## src/rtl/core/rolling_zscore_signal_unit_assert.svh

```systemverilog
// Assertion macros for the rolling z-score signal unit.
// Used by the top level; no dependencies.
`ifndef ROLLING_ZSCORE_SIGNAL_UNIT_ASSERT_SVH
`define ROLLING_ZSCORE_SIGNAL_UNIT_ASSERT_SVH
`ifndef SYNTHESIS
`define RZS_ASSERT_IMPL(lbl, clk, rst_n, pre, post) \
  lbl: assert property (@(posedge clk) disable iff (!rst_n) (pre) |-> (post)) \
    else $error("rzs assertion failed");
`define RZS_ASSERT_NEXT(lbl, clk, rst_n, pre, post) \
  lbl: assert property (@(posedge clk) disable iff (!rst_n) (pre) |=> (post)) \
    else $error("rzs assertion failed");
`else
`define RZS_ASSERT_IMPL(lbl, clk, rst_n, pre, post)
`define RZS_ASSERT_NEXT(lbl, clk, rst_n, pre, post)
`endif
`endif

```

## src/rtl/core/rzs_pkg.sv

```systemverilog
// Shared types and constants of the rolling z-score signal unit.
// No dependencies.
`timescale 1ns / 1ps
package rzs_pkg;
  localparam int WINDOW_MAX_DEF = 256;
  localparam int PRICE_BITS_DEF = 24;

  localparam int SYM_W   = 16;
  localparam int PRICE_W = 24;
  localparam int QTY_W   = 20;
  localparam int N_W     = 9;
  localparam int TH_W    = 16;
  localparam int ACT_W   = 2;
  localparam int ADDR_W  = 5;
  localparam int DATA_W  = 32;

  localparam logic [SYM_W-1:0]        SYMBOL_RST = '0;
  localparam logic [N_W-1:0]          WLEN_RST   = 9'd20;
  localparam logic signed [TH_W-1:0]  ENTRY_RST  = -16'sd512;
  localparam logic signed [TH_W-1:0]  EXIT_RST   = '0;
  localparam logic [QTY_W-1:0]        SIZE_RST   = 20'd100;

  typedef enum logic [ACT_W-1:0] {
    ACT_NONE = 2'd0,
    ACT_BUY  = 2'd1,
    ACT_SELL = 2'd2
  } action_e;

  typedef enum logic [2:0] {
    REG_SYMBOL = 3'd0,
    REG_WLEN   = 3'd1,
    REG_ENTRY  = 3'd2,
    REG_EXIT   = 3'd3,
    REG_SIZE   = 3'd4
  } reg_idx_e;

  typedef enum logic [3:0] {
    OP_OLDSQ, OP_NEWSQ, OP_NQ, OP_SS, OP_NX, OP_MAG, OP_TE, OP_TX, OP_RE, OP_RX
  } mul_op_e;

  typedef enum logic [3:0] {
    ST_IDLE, ST_READ, ST_MUL_GO, ST_MUL_WAIT, ST_UPDATE, ST_CALC_D,
    ST_CALC_MAG, ST_DECIDE, ST_FINISH
  } state_e;

  typedef struct packed {
    logic    load;
    logic    mem_rd;
    logic    mul_start;
    mul_op_e mul_op;
    logic    update;
    logic    calc_d;
    logic    calc_mag;
    logic    decide;
    logic    out_load;
  } cmd_t;

  typedef struct packed {
    logic match;
    logic full_after;
    logic mul_busy;
    logic mul_done;
    logic out_free;
  } sts_t;
endpackage

```

## src/rtl/core/rzs_ctrl.sv

```systemverilog
// Controller state machine: sequences memory read, multiplies, update and decision.
// Depends on rzs_pkg.
`timescale 1ns / 1ps
module rzs_ctrl import rzs_pkg::*; (
  input  logic clk_i,
  input  logic rst_ni,
  input  logic in_valid_i,
  output logic in_ready_o,
  input  sts_t sts_i,
  output cmd_t cmd_o
);
  state_e  state_q, state_d;
  mul_op_e op_q, op_d;

  always_ff @(posedge clk_i or negedge rst_ni) begin
    if (!rst_ni) begin
      state_q <= ST_IDLE;
      op_q    <= OP_OLDSQ;
    end else begin
      state_q <= state_d;
      op_q    <= op_d;
    end
  end

  always_comb begin
    state_d = state_q;
    op_d    = op_q;
    case (state_q)
      ST_IDLE: begin
        if (in_valid_i) begin
          op_d    = OP_OLDSQ;
          state_d = sts_i.match ? ST_READ : ST_FINISH;
        end
      end
      ST_READ:   state_d = ST_MUL_GO;
      ST_MUL_GO: state_d = ST_MUL_WAIT;
      ST_MUL_WAIT: begin
        if (sts_i.mul_done) begin
          case (op_q)
            OP_OLDSQ: begin op_d = OP_NEWSQ; state_d = ST_MUL_GO; end
            OP_NEWSQ: state_d = ST_UPDATE;
            OP_NQ:    begin op_d = OP_SS; state_d = ST_MUL_GO; end
            OP_SS:    state_d = ST_CALC_D;
            OP_NX:    state_d = ST_CALC_MAG;
            OP_MAG:   begin op_d = OP_TE; state_d = ST_MUL_GO; end
            OP_TE:    begin op_d = OP_TX; state_d = ST_MUL_GO; end
            OP_TX:    begin op_d = OP_RE; state_d = ST_MUL_GO; end
            OP_RE:    begin op_d = OP_RX; state_d = ST_MUL_GO; end
            OP_RX:    state_d = ST_DECIDE;
            default:  state_d = ST_IDLE;
          endcase
        end
      end
      ST_UPDATE: begin
        if (sts_i.full_after) begin
          op_d    = OP_NQ;
          state_d = ST_MUL_GO;
        end else begin
          state_d = ST_FINISH;
        end
      end
      ST_CALC_D: begin
        op_d    = OP_NX;
        state_d = ST_MUL_GO;
      end
      ST_CALC_MAG: begin
        op_d    = OP_MAG;
        state_d = ST_MUL_GO;
      end
      ST_DECIDE: state_d = ST_FINISH;
      ST_FINISH: begin
        if (sts_i.out_free) begin
          state_d = ST_IDLE;
        end
      end
      default: state_d = ST_IDLE;
    endcase
  end

  always_comb begin
    cmd_o        = '0;
    cmd_o.mul_op = op_q;
    in_ready_o   = 1'b0;
    case (state_q)
      ST_IDLE: begin
        in_ready_o = 1'b1;
        cmd_o.load = in_valid_i;
      end
      ST_READ:     cmd_o.mem_rd = 1'b1;
      ST_MUL_GO:   cmd_o.mul_start = 1'b1;
      ST_MUL_WAIT: ;
      ST_UPDATE:   cmd_o.update = 1'b1;
      ST_CALC_D:   cmd_o.calc_d = 1'b1;
      ST_CALC_MAG: cmd_o.calc_mag = 1'b1;
      ST_DECIDE:   cmd_o.decide = 1'b1;
      ST_FINISH:   cmd_o.out_load = sts_i.out_free;
      default:     ;
    endcase
  end
endmodule

```

## config.mk

```make
export PLATFORM = sky130hd
export DESIGN_NAME = rzs_ctrl
export DESIGN_NICKNAME = d
export VERILOG_FILES = /design/src/rtl/core/rolling_zscore_signal_unit_assert.svh /design/src/rtl/core/rzs_pkg.sv /design/src/rtl/core/rzs_ctrl.sv
export SDC_FILE = /design/constraint.sdc
export NUM_CORES = 1
export LEC_CHECK = 0
export BUFFER_PORTS_ARGS = -buffer_cell sky130_fd_sc_hd__buf_2
export CAP_MARGIN = 0
export CORE_MARGIN = 5
export CORE_UTILIZATION = 40
export DETAILED_ROUTE_END_ITERATION = 10
export PLACE_DENSITY_LB_ADDON = 0.1
export SLEW_MARGIN = 30
export SYNTH_ARGS = -nofsm -noshare
export SYNTH_HDL_FRONTEND = slang
export SYNTH_SLANG_ARGS = --single-unit
```

## constraint.sdc

```tcl
create_clock -name clk_i -period 4.6 [get_ports clk_i]
set_input_delay 0.92 -clock clk_i [delete_from_list [all_inputs] [get_ports clk_i]]
set_output_delay 0.92 -clock clk_i [all_outputs]
set_load 0.05 [all_outputs]
```

## Yosys cells after proc, flatten, opt, wreduce, memory -nomap -nowiden

Cells that the tools add are included.

| word-level totals | value |
|---|---|
| flip-flop bits (word level) | 8 |
| bits in latches | 0 |
| RAM bits | 0 |
| memory bits (read-only) | 0 |
| bits of input ports | 8 |
| output and inout port bits | 13 |
| logic and storage cells | 52 |
| memories | 0 |

| cells by class | value |
|---|---|
| add/subtract/negate cells | 0 |
| $mul | 0 |
| divide/modulo/power cells | 0 |
| $lt $le $gt $ge | 0 |
| equality and inequality tests | 22 |
| shifts and indexed selects | 0 |
| muxes and demuxes | 21 |
| bitwise operators | 0 |
| reduce and logical (&&, ||, !) cells | 7 |

Operator list:

| operator | number |
|---|---|
| $eq 4x3->1 const B | 8 |
| $mux 4 | 8 |
| $pmux 4 s7 | 1 |
| $pmux 4 s6 | 1 |
| $pmux 4 s5 | 1 |
| $eq 4x2->1 const B | 4 |
| $pmux 3 s5 | 1 |
| $eq 4x4->1 const B | 3 |
| $mux 1 | 9 |
| $eq 4x1->1 const B | 2 |
| $logic_not 4->1 | 2 |
| $ne 2x2->1 const B | 4 |
| $ne 7x7->1 const B | 1 |
| $reduce_or 6->1 | 1 |
| $reduce_and 5->1 | 1 |
| $reduce_bool 5->1 | 1 |
| $reduce_and 3->1 | 1 |
| $reduce_or 3->1 | 1 |

## Logic depth before layout (Yosys ltp)

Gate-level depths: netlist of the first run.

| logic depth | value |
|---|---|
| word-level depth | 5 |
| gate-level depth with buffers | 5 |
| mapped depth without buffers | 4 |

## Worst setup path before layout of the first run

Ideal clock, no wire load.

| path | value |
|---|---|
| kind | register to output |
| start point | register state_q[1] |
| end point | output port in_ready_o |
| data arrival time | 1839 ps |
| required time | 3680 ps |
| setup slack | 1841 ps |
| stages on the path, launching flop included | 4 |
| buffers on the path | 1 |
| path through | dfrtp_1 -> or2_1 -> buf_2 -> nor3_1 |

| on the way | value |
|---|---|
| word-level cells in the longest chain between the ends | 2 |

RTL lines:

| what | line | text |
|---|---|---|
| start: declaration | rzs_ctrl.sv:12 | `state_e state_q, state_d;` |
| start signal: assignment | rzs_ctrl.sv:20 | `state_q <= state_d;` |
| $logic_not 4->1 | rzs_ctrl.sv:84 | `case (state_q)` |
| $mux 1 | rzs_ctrl.sv:84 |  |
| end: declaration | rzs_ctrl.sv:8 | `output logic in_ready_o,` |

Every way passes these cells.

==> out/summary.txt, run 1 <==
Mux cell area share after synthesis -> 7.39%
Drt total wl -> 1710 µm
Leak pwr -> 0.382 nW
Layout cells sized above 1 -> 29.0%
Final hold viol count -> 0
CTS Buffer Depth -> 2
Crit Path Category -> reg -> out
Post-CTS Setup Inserts -> 0
Simple-gate share of the synthesized area -> 31.5%
WL/cell -> 13.7 µm
Adder-cell share of the synthesized area -> 0%
Detail Route Antenna Nets -> 0
Comb power frac -> 65.3%
Site row count -> 15
Maximum VDD drop -> 0.000328 V
PortBufs -> 19
DR vias/cell -> 5.30
Final period util -> 53.7%
WP data arrival -> 1.55 ns
DIE WIDTH -> 52.2 µm
Total of flip-flops plus latches after synthesis -> 8
Most frequent cells in the layout -> buf_2 (19), nor2_1 (10), dfrtp_1 (8)
Syn Inst Count -> 85
Largest net degree at the start of global routing -> 13
GRT Residual Overflow -> 0
RSZ-0062 raised after global routing -> false
Final clock skew -> 0.00101 ns
Initial cell density of the core -> 41.6%
Die H -> 52.2 µm
PostCTS Resize Cnt -> 0
Initial antenna violation count -> 0
Vias -> 662
P per Cell Area -> 757 nW/µm²
Area of the core -> 1710 µm²
H-tree lvl count -> 1
Fin. max-slew vios -> 0
Fin Hold WS -> 0.502 ns
Hold WC Path Type -> in -> async
TritonCTS Buffers -> 3
CP startpoint kind -> flop
Sw frac -> 56.0%
I/O pins -> 21
Setup total negative slack -> 0 ns
Syn Area/Cell -> 8.36 µm²
Internal power -> 0.000273 W
Final setup fails -> 0
Clock share of power -> 8.2%
CTS tree -> built
GP Congestion -> 0.837
Post-synth cell types -> 35
Final non-filler cell area -> 821 µm²
XOR/XNOR Fraction of Synth Area -> 2.46%
Layout net count -> 110
Die area -> 2720 µm²
1st-pass router iterations -> 4
Reg clk slew, reported paths -> 0.05 ns
First-pass GRT wire length -> 2950 µm
Worst Max-Slew Pin Slew -> 0.400 ns
Clock sink count -> 8
Final WS setup -> 2.13 ns
Seq/Total Area, Yosys -> 28.2%
Pre-CTS WS -> 2.28 ns
Fmax achieved -> 405 MHz
Synth Area in Compound Gates -> 22.4%
Main combinational cell family by area after synthesis -> simple AND/OR/NAND/NOR gates
GRT Overall Usage -> 14.7%
Slew margin rel. -> 73.4%
Largest fanout on the critical path -> 12
Part of the power in registers -> 26.5%
Ys flop type -> dfrtp_1
Worst EP required -> 3.68 ns
Status -> completed
Residual DRC -> 0
CTS Hold Buffers Added -> 0
Max-Cap Viols -> 0
Initial DRC count -> 15
Mapped cell area -> 711 µm²
Diodes inserted -> 0
CTS Root Cell -> clkbuf_4
Asr flop ratio synth -> 100%
Placed Area -> 798 µm²
Worst Setup End Kind -> primary output
Worst-Skew Late Latency -> 0.25 ns
Commonest non-fill, non-tap cell in the layout -> buf_2
Yosys warning total -> 0
Syn-to-layout area delta -> 15.5%
Post-synth EDFFs -> 0
NetSw -> 0.000348 W
Min Tclk post-route -> 2.47 ns
HPWL after detailed placement -> 1340 µm
Vias in the first global route -> 651
Syn Nets -> 93
==> logic make-up (layout without fill, tap and decap cells) <==
| logic type | Yosys count | after routing |
|---|---|---|
| flops | 8 | 8 |
| xor+xnor | 2 | 2 |
| buf+inv | 12 | 27 |
| compound gates | 22 | 22 |
| simple gates | 38 | 38 |
| mux | 3 | 3 |
==> power by group through the flow <==
stage | sequential [W] | combinational [W] | clock [W]
2_1_floorplan | 0.000147 | 0.000354 | 0
3_3_place_gp | 0.000165 | 0.000409 | 0
3_5_place_dp | 0.000164 | 0.000409 | 0
4_1_cts | 0.000163 | 0.000410 | 0.0000546
5_1_grt | 0.000173 | 0.000439 | 0.0000595
6_report | 0.000165 | 0.000406 | 0.0000506
==> layer usage <==
metal	GRT usage [%]	up-vias	part of all wire, %
li1	-	340	-
met1	19.2	306	48
met2	23.4	14	48
met3	4.30	2	3.0
met4	4.26	0	0.82
met5	0	-	0
==> Yosys cell counts, types with 2 or more instances <==
library cell | instances | area [µm²]
a21oi_1 | 6 | 30.0
buf_2 | 4 | 20.0
clkbuf_1 | 2 | 7.51
dfrtp_1 | 8 | 200
inv_1 | 5 | 18.8
mux2_4 | 2 | 30.0
nand2_1 | 3 | 11.3
nand2b_1 | 3 | 18.8
nand3_1 | 4 | 20.0
nor2_1 | 10 | 37.5
nor2b_1 | 2 | 12.5
nor3_1 | 5 | 25.0
nor4b_1 | 2 | 17.5
o21ai_0 | 2 | 10.0
o22ai_1 | 4 | 25.0
o2bb2ai_1 | 3 | 26.3
or2_1 | 2 | 12.5
==> layout make-up <==
class	count	area, µm²
Multi-Input combinational cell	65	453
Timing Repair Buffer	19	95.1
Sequential cell	8	200
Fill cell	171	887
Clock buffer	3	22.5
Tap cell	25	31.3
Inverter	5	18.8
==> state kept, by name, summed over array words and instances, names as in the netlist <==
signal	count
op_q	4
state_q	4
==> worst paths after layout <==
check                      startpoint         end  slack [ns]  depth (start not counted)
min                            rst_ni     op_q[1]        0.50                          1
min reg2reg                   op_q[2]     op_q[2]        0.63                          1
max reg2reg                state_q[2]     op_q[0]        2.75                          4
min in group clk_i            op_q[2]     op_q[2]        0.63                          1
max in group asynchronous      rst_ni  state_q[0]        3.94                          1
max                        state_q[0]    cmd_o[4]        2.13                          3
==> critical path, stage by stage (launching register included) <==
cell     delay (ns)
dfrtp_1        0.48
or2_1          0.34
nor2_1         0.18
buf_2          0.29
==> per-stage QoR <==
stage / cells / power, W / utilization, %
after floorplan: 85 / 0.000501 / -
final: 125 / 0.000621 / 48.1
after global placement: 122 / 0.000575 / 46.7
after detailed placement: 122 / 0.000573 / 46.7
after CTS: 125 / 0.000628 / 48.1
after global routing: 125 / 0.000671 / 48.1
No activity file was read; power rests on OpenSTA's default activity.
==> run 2: changes to the inputs <==
- ABC_AREA: not set -> 1
- clock period: 4.6 -> 2.44 ns (I/O delays scaled with it)
==> run 2 against run 1 <==
Compared with the run above: combinational power up 67%; design area up 9.6%; count of clock-buffer cells in the layout unchanged; setup slack worse by 1.6 ns; synthesized cell count up 34%; core utilization up 3.5 points; sequential power up 40%; synthesized area up 4.8%; register-to-register slack worse by 1.7 ns; critical path depth up 1; non-clock buffer count unchanged; die area up 3.8%; critical endpoint is now cmd_o[0]; largest power group unchanged.
==> out/summary.txt, run 2 <==
Status -> completed
Worst EP required -> 1.95 ns (-1.73 ns)
Fin. max-slew vios -> 0 (unchanged)
Min Tclk post-route -> 1.91 ns
Final clock skew -> 0.00158 ns (+0.000570 ns)
R2R cell count -> 8 (+4)
Ys flop type -> dfrtp_1
Asr flop ratio synth -> 100% (unchanged)
WL/cell -> 10.8 µm (-21%)
GP Congestion -> 0.862 (+2.9%)
I/O pins -> 21 (unchanged)
Syn Nets -> 122 (+31%)
HPWL after detailed placement -> 1490 µm (+11%)
Fillcell total -> 201 (+18%)
Post-CTS Setup Inserts -> 0 (unchanged)
Top-count cell post-synth -> nand2_1
Commonest non-fill, non-tap cell in the layout -> nand2_1
Max-Cap Viols -> 0 (unchanged)
Total of flip-flops plus latches after synthesis -> 8 (unchanged)
DR vias/cell -> 4.71 (-11%)
Detail Route Antenna Nets -> 0 (unchanged)
Worst Setup End Kind -> primary output
CTS Buffer Depth -> 2 (unchanged)
TritonCTS Buffers -> 3 (unchanged)
Setup total negative slack -> 0 ns (unchanged)
Die H -> 53.1 µm (+1.9%)
Layout cells sized above 1 -> 34.6% (+5.6 points)
CTS Hold Buffers Added -> 0 (unchanged)
Crit-path max cell delay -> 0.43 ns (-0.05 ns)
Diodes inserted -> 0 (unchanged)
Post-placement cell count -> 158 (+30%)
Vias -> 759 (+15%)
Finished Layout Cells -> 161 (+29%)
GRT Overall Usage -> 13.9% (-0.84 points)
Leak pwr -> 0.535 nW (+40%)
Crit-path leading delay family -> buffers and inverters
Final hold viol count -> 0 (unchanged)
WP data arrival -> 1.42 ns (-0.13 ns)
Syn Area/Cell -> 6.53 µm² (-22%)
PostCTS Resize Cnt -> 0 (unchanged)
Hold WC Path Type -> in -> async
Critical path depth -> 4 (+1)
Leading area contributor after synthesis -> dfrtp_1
Post-synth cell types -> 22 (-37%)
RSZ-0062 raised after global routing -> false
Final period util -> 78.2%
Seq/Total Area, Yosys -> 26.9% (-1.3 points)
DIE WIDTH -> 53.1 µm (+1.9%)
Share of the synthesized area in the top cell type -> 26.9% (-1.3 points)
Vias in the first global route -> 682 (+4.8%)
Most frequent cells in the layout -> nand2_1 (28), buf_2 (19), inv_1 (15)
Initial cell density of the core -> 42.7% (+1.0 points)
Fin Hold WS -> 0.0724 ns (-0.429 ns)
Final setup fails -> 0 (unchanged)
Layout net count -> 146 (+33%)
First-pass GRT wire length -> 2910 µm (-1.2%)
Syn Inst Count -> 114 (+34%)
Largest fanout on the critical path -> 5 (-7)
Site row count -> 15 (unchanged)
Largest net degree at the start of global routing -> 9 (-4)
PortBufs -> 19 (unchanged)
Clock sink count -> 8 (unchanged)
Area of the core -> 1750 µm² (+2.2%)
1st-pass router iterations -> 4 (unchanged)
Buf+Inv Stages, Crit Path -> 2 (+1)
Yosys warning total -> 0 (unchanged)
Worst-Skew Late Latency -> 0.25 ns (about the same)
Worst path cell trace -> inv_1 -> nand2_1 -> nor4_2 -> buf_2
Fmax achieved -> 524 MHz
Maximum VDD drop -> 0.000718 V (+120%)
Most frequent cells after synthesis -> nand2_1 (28), inv_1 (15), nor2_1 (14)
P per Cell Area -> 1120 nW/µm² (+48%)
Synth area leaders -> dfrtp_1 (27%), nand2_1 (14%), inv_1 (7.6%)
Initial DRC count -> 23 (+8)
CTS tree -> built
Crit Path Category -> reg -> out
Syn-to-layout area delta -> 20.8%
Mapped cell area -> 744 µm² (+4.8%)
Drt total wl -> 1740 µm (+1.3%)
Residual DRC -> 0 (unchanged)
Initial antenna violation count -> 0 (unchanged)
Slew margin rel. -> 80.6% (+7.2 points)
H-tree lvl count -> 1 (unchanged)
CP max stage cell -> dfrtp_1
CP startpoint kind -> flop
Biggest regs -> op_q x4, state_q x4
Worst Max-Slew Pin Slew -> 0.292 ns (-0.108 ns)
CTS Root Cell -> clkbuf_4
Reg clk slew, reported paths -> 0.05 ns (about the same)
Post-synth EDFFs -> 0 (unchanged)
Die area -> 2820 µm² (+3.8%)
GRT Residual Overflow -> 0 (unchanged)
-- run 2: path summary, 6_finish.rpt --
kind / start / slack [ns] / end
min in group clk_i: sts_i[1] / 0.52 / state_q[1]
setup / recovery: state_q[0] / 0.53 / cmd_o[0]
hold / removal: rst_ni / 0.07 / state_q[1]
max in group asynchronous: rst_ni / 2.20 / op_q[0]
setup reg to reg: op_q[0] / 1.01 / op_q[2]
hold reg to reg: op_q[2] / 0.55 / op_q[2]
-- run 2: kinds of logic (layout without fill, tap and decap cells) --
logic type,after synthesis,in the layout,share of synthesized area (%)
AND/OR/NAND/NOR,77,77,56.6
buffers and inverters,23,45,11.8
flip-flops,8,8,26.9
AO/OA/AOI/OAI,6,6,4.70
-- run 2: routing by layer --
layer  track usage, %  share of wire [%]  vias to the layer above
met5                0                  0                        -
met2             20.5                 46                       23
met3             2.54                5.9                        2
met1             19.1                 48                      331
met4             6.81               0.69                        0
li1                 -                  -                      403
-- run 2: metrics by stage --
stage	util (%)	setup WS (ns)	instance area [µm²]	total power (W)
finish	51.5	0.532	900	0.00101
floorplan	-	0.286	751	0.000778
CTS	51.5	0.504	900	0.00102
global placement	50.3	0.799	877	0.000905
global route	51.5	0.442	900	0.00109
detailed placement	50.3	0.796	877	0.000910
-- run 2: area by class of cell --
type	count	area (µm²)	area share, %
tap	25	31.3	3.48
inverter	23	87.6	9.74
clock buffer	3	22.5	2.50
multi-input combinational	83	463	51.5
timing repair buffer	19	95.1	10.6
sequential	8	200	22.3
-- run 2: report_power, final --
part / total (W) / internal [W] / switching, W
sequential: 0.000231 / 0.000167 / 0.0000632
combinational: 0.000678 / 0.000179 / 0.000499
clock: 0.0000988 / 0.0000561 / 0.0000427
